$ cat config.mk
export PLATFORM = sky130hd
export DESIGN_NAME = i2c_master_register_access
export DESIGN_NICKNAME = d
export VERILOG_FILES = /design/src/i2cm_pkg.sv /design/src/i2cm_seq.sv /design/src/i2c_master_register_access.sv
export SDC_FILE = /design/constraint.sdc
export NUM_CORES = 1
export LEC_CHECK = 0
export BUFFER_PORTS_ARGS = -buffer_cell sky130_fd_sc_hd__buf_4
export CAP_MARGIN = 30
export CORE_MARGIN = 3
export CORE_UTILIZATION = 50
export DETAILED_ROUTE_END_ITERATION = 10
export PLACE_DENSITY = 0.7
export SYNTH_ARGS = -nofsm -noshare
export SYNTH_HDL_FRONTEND = slang
export SYNTH_SLANG_ARGS = --single-unit
$ cat constraint.sdc
create_clock -name i_clk -period 2.3 [get_ports i_clk]
set_input_delay 0.46 -clock i_clk [delete_from_list [all_inputs] [get_ports i_clk]]
set_output_delay 0.46 -clock i_clk [all_outputs]
set_load 0.02 [all_outputs]
$ cat src/i2cm_pkg.sv
// Shared types and constants of the I2C register access master.
package i2cm_pkg;

    typedef enum logic [3:0] {
        PH_IDLE        = 4'd0,
        PH_START_SETUP = 4'd1,
        PH_START_HOLD  = 4'd2,
        PH_TX_LOW      = 4'd3,
        PH_TX_HIGH     = 4'd4,
        PH_ACK_LOW     = 4'd5,
        PH_ACK_HIGH    = 4'd6,
        PH_RS_LOW      = 4'd7,
        PH_RX_LOW      = 4'd8,
        PH_RX_HIGH     = 4'd9,
        PH_NACK_LOW    = 4'd10,
        PH_NACK_HIGH   = 4'd11,
        PH_STOP_LOW    = 4'd12,
        PH_STOP_HIGH   = 4'd13,
        PH_STOP_REL    = 4'd14,
        PH_FIN         = 4'd15
    } t_phase;

    typedef enum logic [1:0] {
        STG_ADDR  = 2'd0,
        STG_REG   = 2'd1,
        STG_DATA  = 2'd2,
        STG_RX    = 2'd3
    } t_stage;

    localparam logic [1:0] FUNC_TICK  = 2'd0;
    localparam logic [1:0] FUNC_WRITE = 2'd1;
    localparam logic [1:0] FUNC_READ  = 2'd2;

    localparam logic [0:0] CFG_DEVICE_ADDRESS = 1'b0;
    localparam logic [0:0] CFG_ACK_TIMEOUT    = 1'b1;

    localparam logic [6:0] DEVICE_ADDRESS_RESET = 7'd21;
    localparam logic [7:0] ACK_TIMEOUT_RESET    = 8'd250;
    localparam logic [3:0] BITS_PER_BYTE        = 4'd8;

    typedef struct packed {
        logic [1:0] func;
        logic [7:0] reg_addr;
        logic [7:0] write_data;
        logic       sda_in;
    } t_request;

    typedef struct packed {
        logic [7:0] read_byte;
        logic       ack_error;
        logic       done_res;
        logic       busy_res;
        logic       sda_pull_low;
        logic       scl_level;
    } t_result;

endpackage

$ cat src/i2cm_seq.sv
// Bus sequencer: state registers and the single-step next-state and output logic.
module i2cm_seq (
    input  logic              i_clk,
    input  logic              i_rst_n,
    input  logic              i_en,
    input  i2cm_pkg::t_request i_req,
    input  logic [6:0]        i_device_address,
    input  logic [7:0]        i_ack_timeout,
    output i2cm_pkg::t_result o_result
);
    import i2cm_pkg::*;

    t_phase     r_phase,      n_phase;
    t_stage     r_stage,      n_stage;
    logic [3:0] r_bit_count,  n_bit_count;
    logic [7:0] r_shift_reg,  n_shift_reg;
    logic [7:0] r_wait_count, n_wait_count;
    logic       r_is_read,    n_is_read;
    logic [7:0] r_held_reg,   n_held_reg;
    logic [7:0] r_held_data,  n_held_data;
    logic [7:0] r_rx_byte,    n_rx_byte;
    logic       r_error_flag, n_error_flag;

    logic       free_bus;
    logic [3:0] bit_inc;

    always_comb begin
        n_phase      = r_phase;
        n_stage      = r_stage;
        n_bit_count  = r_bit_count;
        n_shift_reg  = r_shift_reg;
        n_wait_count = r_wait_count;
        n_is_read    = r_is_read;
        n_held_reg   = r_held_reg;
        n_held_data  = r_held_data;
        n_rx_byte    = r_rx_byte;
        n_error_flag = r_error_flag;
        free_bus     = (r_phase == PH_IDLE) || (r_phase == PH_FIN);
        bit_inc      = r_bit_count + 4'd1;

        if (i_req.func == FUNC_TICK) begin
            case (r_phase)
                PH_IDLE: ;
                PH_START_SETUP: n_phase = PH_START_HOLD;
                PH_START_HOLD: begin
                    n_shift_reg = {i_device_address,
                                   (r_is_read && (r_stage == STG_DATA))};
                    n_bit_count = '0;
                    n_phase     = PH_TX_LOW;
                end
                PH_TX_LOW: n_phase = PH_TX_HIGH;
                PH_TX_HIGH: begin
                    n_shift_reg = {r_shift_reg[6:0], 1'b0};
                    n_bit_count = bit_inc;
                    n_phase     = (bit_inc >= BITS_PER_BYTE) ? PH_ACK_LOW : PH_TX_LOW;
                end
                PH_ACK_LOW: begin
                    n_wait_count = '0;
                    n_phase      = PH_ACK_HIGH;
                end
                PH_ACK_HIGH: begin
                    if (!i_req.sda_in) begin
                        case (r_stage)
                            STG_ADDR: begin
                                n_stage     = STG_REG;
                                n_shift_reg = r_held_reg;
                                n_bit_count = '0;
                                n_phase     = PH_TX_LOW;
                            end
                            STG_REG: begin
                                n_stage = STG_DATA;
                                if (r_is_read) begin
                                    n_phase = PH_RS_LOW;
                                end else begin
                                    n_shift_reg = r_held_data;
                                    n_bit_count = '0;
                                    n_phase     = PH_TX_LOW;
                                end
                            end
                            STG_DATA: begin
                                if (r_is_read) begin
                                    n_stage     = STG_RX;
                                    n_shift_reg = '0;
                                    n_bit_count = '0;
                                    n_phase     = PH_RX_LOW;
                                end else begin
                                    n_phase = PH_STOP_LOW;
                                end
                            end
                            default: n_phase = PH_STOP_LOW;
                        endcase
                    end else if (r_wait_count >= i_ack_timeout) begin
                        n_error_flag = 1'b1;
                        n_phase      = PH_STOP_LOW;
                    end else begin
                        n_wait_count = r_wait_count + 8'd1;
                    end
                end
                PH_RS_LOW: n_phase = PH_START_SETUP;
                PH_RX_LOW: n_phase = PH_RX_HIGH;
                PH_RX_HIGH: begin
                    n_shift_reg = {r_shift_reg[6:0], i_req.sda_in};
                    n_bit_count = bit_inc;
                    n_phase     = (bit_inc >= BITS_PER_BYTE) ? PH_NACK_LOW : PH_RX_LOW;
                end
                PH_NACK_LOW: n_phase = PH_NACK_HIGH;
                PH_NACK_HIGH: begin
                    n_rx_byte = r_shift_reg;
                    n_phase   = PH_STOP_LOW;
                end
                PH_STOP_LOW:  n_phase = PH_STOP_HIGH;
                PH_STOP_HIGH: n_phase = PH_STOP_REL;
                PH_STOP_REL:  n_phase = PH_FIN;
                PH_FIN:       n_phase = PH_IDLE;
                default:      n_phase = PH_IDLE;
            endcase
        end else if ((i_req.func inside {FUNC_WRITE, FUNC_READ}) && free_bus) begin
            n_held_reg   = i_req.reg_addr;
            n_held_data  = i_req.write_data;
            n_is_read    = (i_req.func == FUNC_READ);
            n_error_flag = 1'b0;
            n_stage      = STG_ADDR;
            n_bit_count  = '0;
            n_wait_count = '0;
            n_phase      = PH_START_SETUP;
        end

        o_result.scl_level    = 1'b1;
        o_result.sda_pull_low = 1'b0;
        o_result.busy_res     = 1'b1;
        o_result.done_res     = 1'b0;
        o_result.ack_error    = 1'b0;
        o_result.read_byte    = n_rx_byte;
        case (n_phase)
            PH_IDLE: begin
                o_result.busy_res  = 1'b0;
                o_result.ack_error = n_error_flag;
            end
            PH_FIN: begin
                o_result.busy_res  = 1'b0;
                o_result.done_res  = 1'b1;
                o_result.ack_error = n_error_flag;
            end
            PH_START_SETUP: ;
            PH_START_HOLD: o_result.sda_pull_low = 1'b1;
            PH_TX_LOW: begin
                o_result.scl_level    = 1'b0;
                o_result.sda_pull_low = ~n_shift_reg[7];
            end
            PH_TX_HIGH: o_result.sda_pull_low = ~n_shift_reg[7];
            PH_ACK_LOW, PH_RS_LOW, PH_RX_LOW, PH_NACK_LOW: o_result.scl_level = 1'b0;
            PH_ACK_HIGH, PH_RX_HIGH, PH_NACK_HIGH, PH_STOP_REL: ;
            PH_STOP_LOW: begin
                o_result.scl_level    = 1'b0;
                o_result.sda_pull_low = 1'b1;
            end
            PH_STOP_HIGH: o_result.sda_pull_low = 1'b1;
            default: o_result.busy_res = 1'b0;
        endcase
    end

    always_ff @(posedge i_clk) begin
        if (!i_rst_n) begin
            r_phase      <= PH_IDLE;
            r_stage      <= STG_ADDR;
            r_bit_count  <= '0;
            r_shift_reg  <= '0;
            r_wait_count <= '0;
            r_is_read    <= 1'b0;
            r_held_reg   <= '0;
            r_held_data  <= '0;
            r_rx_byte    <= '0;
            r_error_flag <= 1'b0;
        end else if (i_en) begin
            r_phase      <= n_phase;
            r_stage      <= n_stage;
            r_bit_count  <= n_bit_count;
            r_shift_reg  <= n_shift_reg;
            r_wait_count <= n_wait_count;
            r_is_read    <= n_is_read;
            r_held_reg   <= n_held_reg;
            r_held_data  <= n_held_data;
            r_rx_byte    <= n_rx_byte;
            r_error_flag <= n_error_flag;
        end
    end

endmodule

$ cat src/i2c_master_register_access.sv
// Top level of the I2C register access master: request and result registers, configuration.
// Each request is a command (single-register write or read), a bus timing tick carrying the
// sampled SDA level or an unused function code, and produces exactly one result with the SCL
// and SDA drive levels and the transfer status. One request is taken every clock cycle while
// results are taken. A request accepted into the request register passes on to the result
// register, from which its result is presented. While a result waits to be taken, one further
// request is held in the request register and the request side then stalls until the result
// is taken. Commands arriving during a transfer are ignored. Configuration writes take effect
// at once and should only be made while no request is in flight.
module i2c_master_register_access (
    input  logic        i_clk,
    input  logic        i_rst_n,
    input  logic        s_axis_tvalid,
    output logic        s_axis_tready,
    input  logic [23:0] s_axis_tdata,  // reg_addr[7:0], write_data[15:8], sda_in[16], zeros
    input  logic [1:0]  s_axis_tuser,  // func[1:0]
    output logic        m_axis_tvalid,
    input  logic        m_axis_tready,
    output logic [15:0] m_axis_tdata,  // scl_level[0], sda_pull_low[1], busy_res[2],
                                       // done_res[3], ack_error[4], read_byte[12:5], zeros
    input  logic        i_cfg_we,
    input  logic [0:0]  i_cfg_index,
    input  logic [7:0]  i_cfg_data
);
    import i2cm_pkg::*;

    logic       r_in_valid;
    t_request   r_in;
    logic       r_out_valid;
    t_result    r_out;
    logic [6:0] r_device_address;
    logic [7:0] r_ack_timeout;
    logic       fire;
    t_result    step_result;

    assign fire          = r_in_valid && (!r_out_valid || m_axis_tready);
    assign s_axis_tready = !r_in_valid || fire;

    i2cm_seq u_seq (
        .i_clk            (i_clk),
        .i_rst_n          (i_rst_n),
        .i_en             (fire),
        .i_req            (r_in),
        .i_device_address (r_device_address),
        .i_ack_timeout    (r_ack_timeout),
        .o_result         (step_result)
    );

    always_ff @(posedge i_clk) begin
        if (!i_rst_n) begin
            r_device_address <= DEVICE_ADDRESS_RESET;
            r_ack_timeout    <= ACK_TIMEOUT_RESET;
        end else if (i_cfg_we) begin
            case (i_cfg_index)
                CFG_DEVICE_ADDRESS: r_device_address <= i_cfg_data[6:0];
                CFG_ACK_TIMEOUT:    r_ack_timeout    <= i_cfg_data;
                default: ;
            endcase
        end
    end

    always_ff @(posedge i_clk) begin
        if (!i_rst_n) begin
            r_in_valid  <= 1'b0;
            r_out_valid <= 1'b0;
        end else begin
            if (s_axis_tready) begin
                r_in_valid <= s_axis_tvalid;
            end
            if (fire) begin
                r_out_valid <= 1'b1;
            end else if (m_axis_tready) begin
                r_out_valid <= 1'b0;
            end
        end
    end

    always_ff @(posedge i_clk) begin
        if (s_axis_tready && s_axis_tvalid) begin
            r_in.func       <= s_axis_tuser;
            r_in.reg_addr   <= s_axis_tdata[7:0];
            r_in.write_data <= s_axis_tdata[15:8];
            r_in.sda_in     <= s_axis_tdata[16];
        end
        if (fire) begin
            r_out <= step_result;
        end
    end

    assign m_axis_tvalid = r_out_valid;
    assign m_axis_tdata  = {3'b000, r_out};

endmodule

==> reports/results.ini <==
[sta]
fin_crit_sh_pct = 102
layout_setup_ws_ps = -38.6
fin_worst_skew_ps = 12.1
rsz0062_at_grt = true
worst_slew_pin_slew_ps = 769
hold_ws_ps = 252
report.final.slew_viol_count = 0
fmax_mhz = 428
tns_ps = -60.8
finalHoldViolCount = 0
maxSlewHeadroom_pct = 48.7
period_needed_ps = 2340
setup_viol = 2

[worst_setup_path]
end_kind = flop
start_kind = flop
crit_arrival_ps = 2550
cp_max_fo = 4
cp.required_ps = 2510
worstRegToRegCells = 9
path_class = reg2reg

[global_routing]
antenna_found_initial = 0
grt_usage_pct = 20.3
grt_max_degree = 37
grt_pass1_wl_um = 19000
grt_pass1_vias = 4038
overflow = 0

[final_layout]
design_area_um2 = 6230
final_net_count = 681
layout-drive-gt1-share_pct = 25.9
syn2layout_area_growth_pct = 21.8
largest_register = r_in
nFillCells = 784
mostFrequentLayoutCells = buf_4 (85), nand2_1 (79), dfxtp_1 (66)
largest_register_ffs = 19
final_common_cell = buf_4
num_antenna_cells = 0

[detailed_routing]
wl_met1_um = 5490
highest_layer = met4
wl_met2_um = 5440
met3_length_um = 562
drc = 0
dr.pass1.iters = 5
ant_nets = 0
wl_per_cell_um = 15.3
vias_per_cell = 5.61
routed_wl_um = 11700
dr.first_iter.drc_count = 285
vias = 4279

[synthesis]
netlist_instances = 562
yosys.area.top_type_share_pct = 27.0
ys_ff_latch = 101
synth-seq-area-share_pct = 45.7
synth_edf_count = 32
ys_types = 72
ys.warnings.count = 0
syn-cell-area_um2 = 5120
async_flop_share_pct = 0
synth_top_cells_by_area = dfxtp_1 (27%), edfxtp_1 (19%), nand2_1 (5.9%), a21oi_1 (4.5%), ha_1 (3.9%)
synth-main-ff-cell = dfxtp_1
synth_area_per_cell_um2 = 9.11
yosys.area.top_type = dfxtp_1

[clock_network]
cts-root-buf = clkbuf_8
clk_latency_ps = 370
cts_tree = yes
cts.clk_slew.worst_paths_ps = 110
clock_sinks = 101
cts_inserted_buffers = 9
clock_path_buffers = 2
h-tree-depth = 3

[flow_run]
cap_violations = 0

[die]
fp.dieW_um = 107
rows = 36
initial_utilization_pct = 51.9
coreArea_um2 = 9860
die_y_um = 107
dieArea_um2 = 11500
io_pins = 58

[placed_design]
post-dp-hpwl_um = 8390
post-place-ws_ps = -14.8
placed_cell_area_um2 = 5780
io_buffer_count = 47
globalplace.congestion = 0.901

[hold_path]
whs_path_depth = 1
hp-class = in2reg

[power]
power_frac_clock_pct = 31.8
p_sw_mw = 1.04
vdd_ir_drop_max_mv = 0.400
pwr-share-comb_pct = 14.3
p_leak_nw = 2.33
cellPowerDensity_nw_per_um2 = 579
p_int_mw = 2.57
seqPwrFrac_pct = 53.8
swShare_pct = 28.8
total_power_mw = 3.61

[run_status]
failed_checks = setup timing
status = finished with violations

## metal layers
layer	vias to the layer above	GRT usage, %
met2	120	32.8
met1	2013	28.7
li1	2134	-
met3	12	2.41
met4	0	5.94
met5	-	0
## area by class of cell
type                       instances  area (um^2)  area share [%]
multi-input combinational        402         2710            43.5
sequential                       101         2350            37.6
inverter                          21         78.8            1.26
tap                              133          166            2.67
timing repair buffer              90          721            11.6
clock buffer                       9          124            1.99
clock inverter                     7         86.3            1.38
## power groups by stage
| stage | combinational [mW] | clock [mW] | sequential, mW |
|---|---|---|---|
| after floorplan | 0.287 | 0 | 1.98 |
| final | 0.516 | 1.15 | 1.94 |
| after CTS | 0.470 | 1.17 | 1.94 |
| after global routing | 0.569 | 1.24 | 1.95 |
| after global placement | 0.457 | 0 | 1.98 |
| after detailed placement | 0.465 | 0 | 1.98 |
## path summary, 6_finish.rpt
check | slack, ps | start | endpoint
min | 250 | s_axis_tdata[11] | r_in[4]$_DFFE_PP_
max reg2reg | -40 | u_seq.r_wait_count[0]$_SDFFE_PN0P_ | m_axis_tdata[4]$_SDFFCE_PP0P_
max | -40 | u_seq.r_wait_count[0]$_SDFFE_PN0P_ | m_axis_tdata[4]$_SDFFCE_PP0P_
min reg2reg | 460 | u_seq.r_held_reg[6]$_SDFFE_PN0P_ | u_seq.r_held_reg[6]$_SDFFE_PN0P_
## synth_stat cells (all sizes together) (6+ instances only)
| library cell | n |
|---|---|
| nand2 | 81 |
| dfxtp | 69 |
| nor2 | 47 |
| a21oi | 46 |
| nand3 | 33 |
| edfxtp | 32 |
| buf | 22 |
| inv | 21 |
| o21ai | 19 |
| clkbuf | 18 |
| ha | 16 |
| a211oi | 15 |
| nor2b | 11 |
| mux2 | 9 |
| nor3 | 9 |
| xnor2 | 9 |
| and2 | 8 |
| nand2b | 8 |
| a22o | 7 |
| o211ai | 7 |
| a22oi | 6 |
| and3 | 6 |
## critical path: stages (launching register included)
cell      delay (ps)
dfxtp_2          350
inv_2             40
ha_4             220
nand2b_4         120
a2111o_1         520
a31oi_2          270
o21ai_2          140
buf_4            160
a2111o_1         290
o31ai_1           70
## per-stage QoR
step / util [%] / cells
6_report: 63.2 / 763
5_1_grt: 63.2 / 763
4_1_cts: 61.0 / 759
3_5_place_dp: 58.6 / 743
3_3_place_gp: 58.6 / 743
2_1_floorplan: - / 564
## timing repair
item | in CTS | in global routing
hold buffers | 0 | 0
endpoints found under the hold margin | 0 | 0
buffers inserted | 0 | 4
resized for setup | 4 | 36
endpoints found under the setup margin | 6 | 26
pin swaps | 5 | 24
## cell families after synthesis
group / Yosys count / share of synthesized area, %
AOI/OAI and AO/OA: 143 / 20.8
xor gates and xnor gates: 10 / 1.71
adders and majority gates: 16 / 3.91
and+or+nand+nor: 217 / 19.8
other: 1 / 0.0732
muxes: 13 / 2.76
DFF: 101 / 45.7
buffers and inverters: 61 / 5.13
Note: power is estimated with default switching activity, not from simulation.
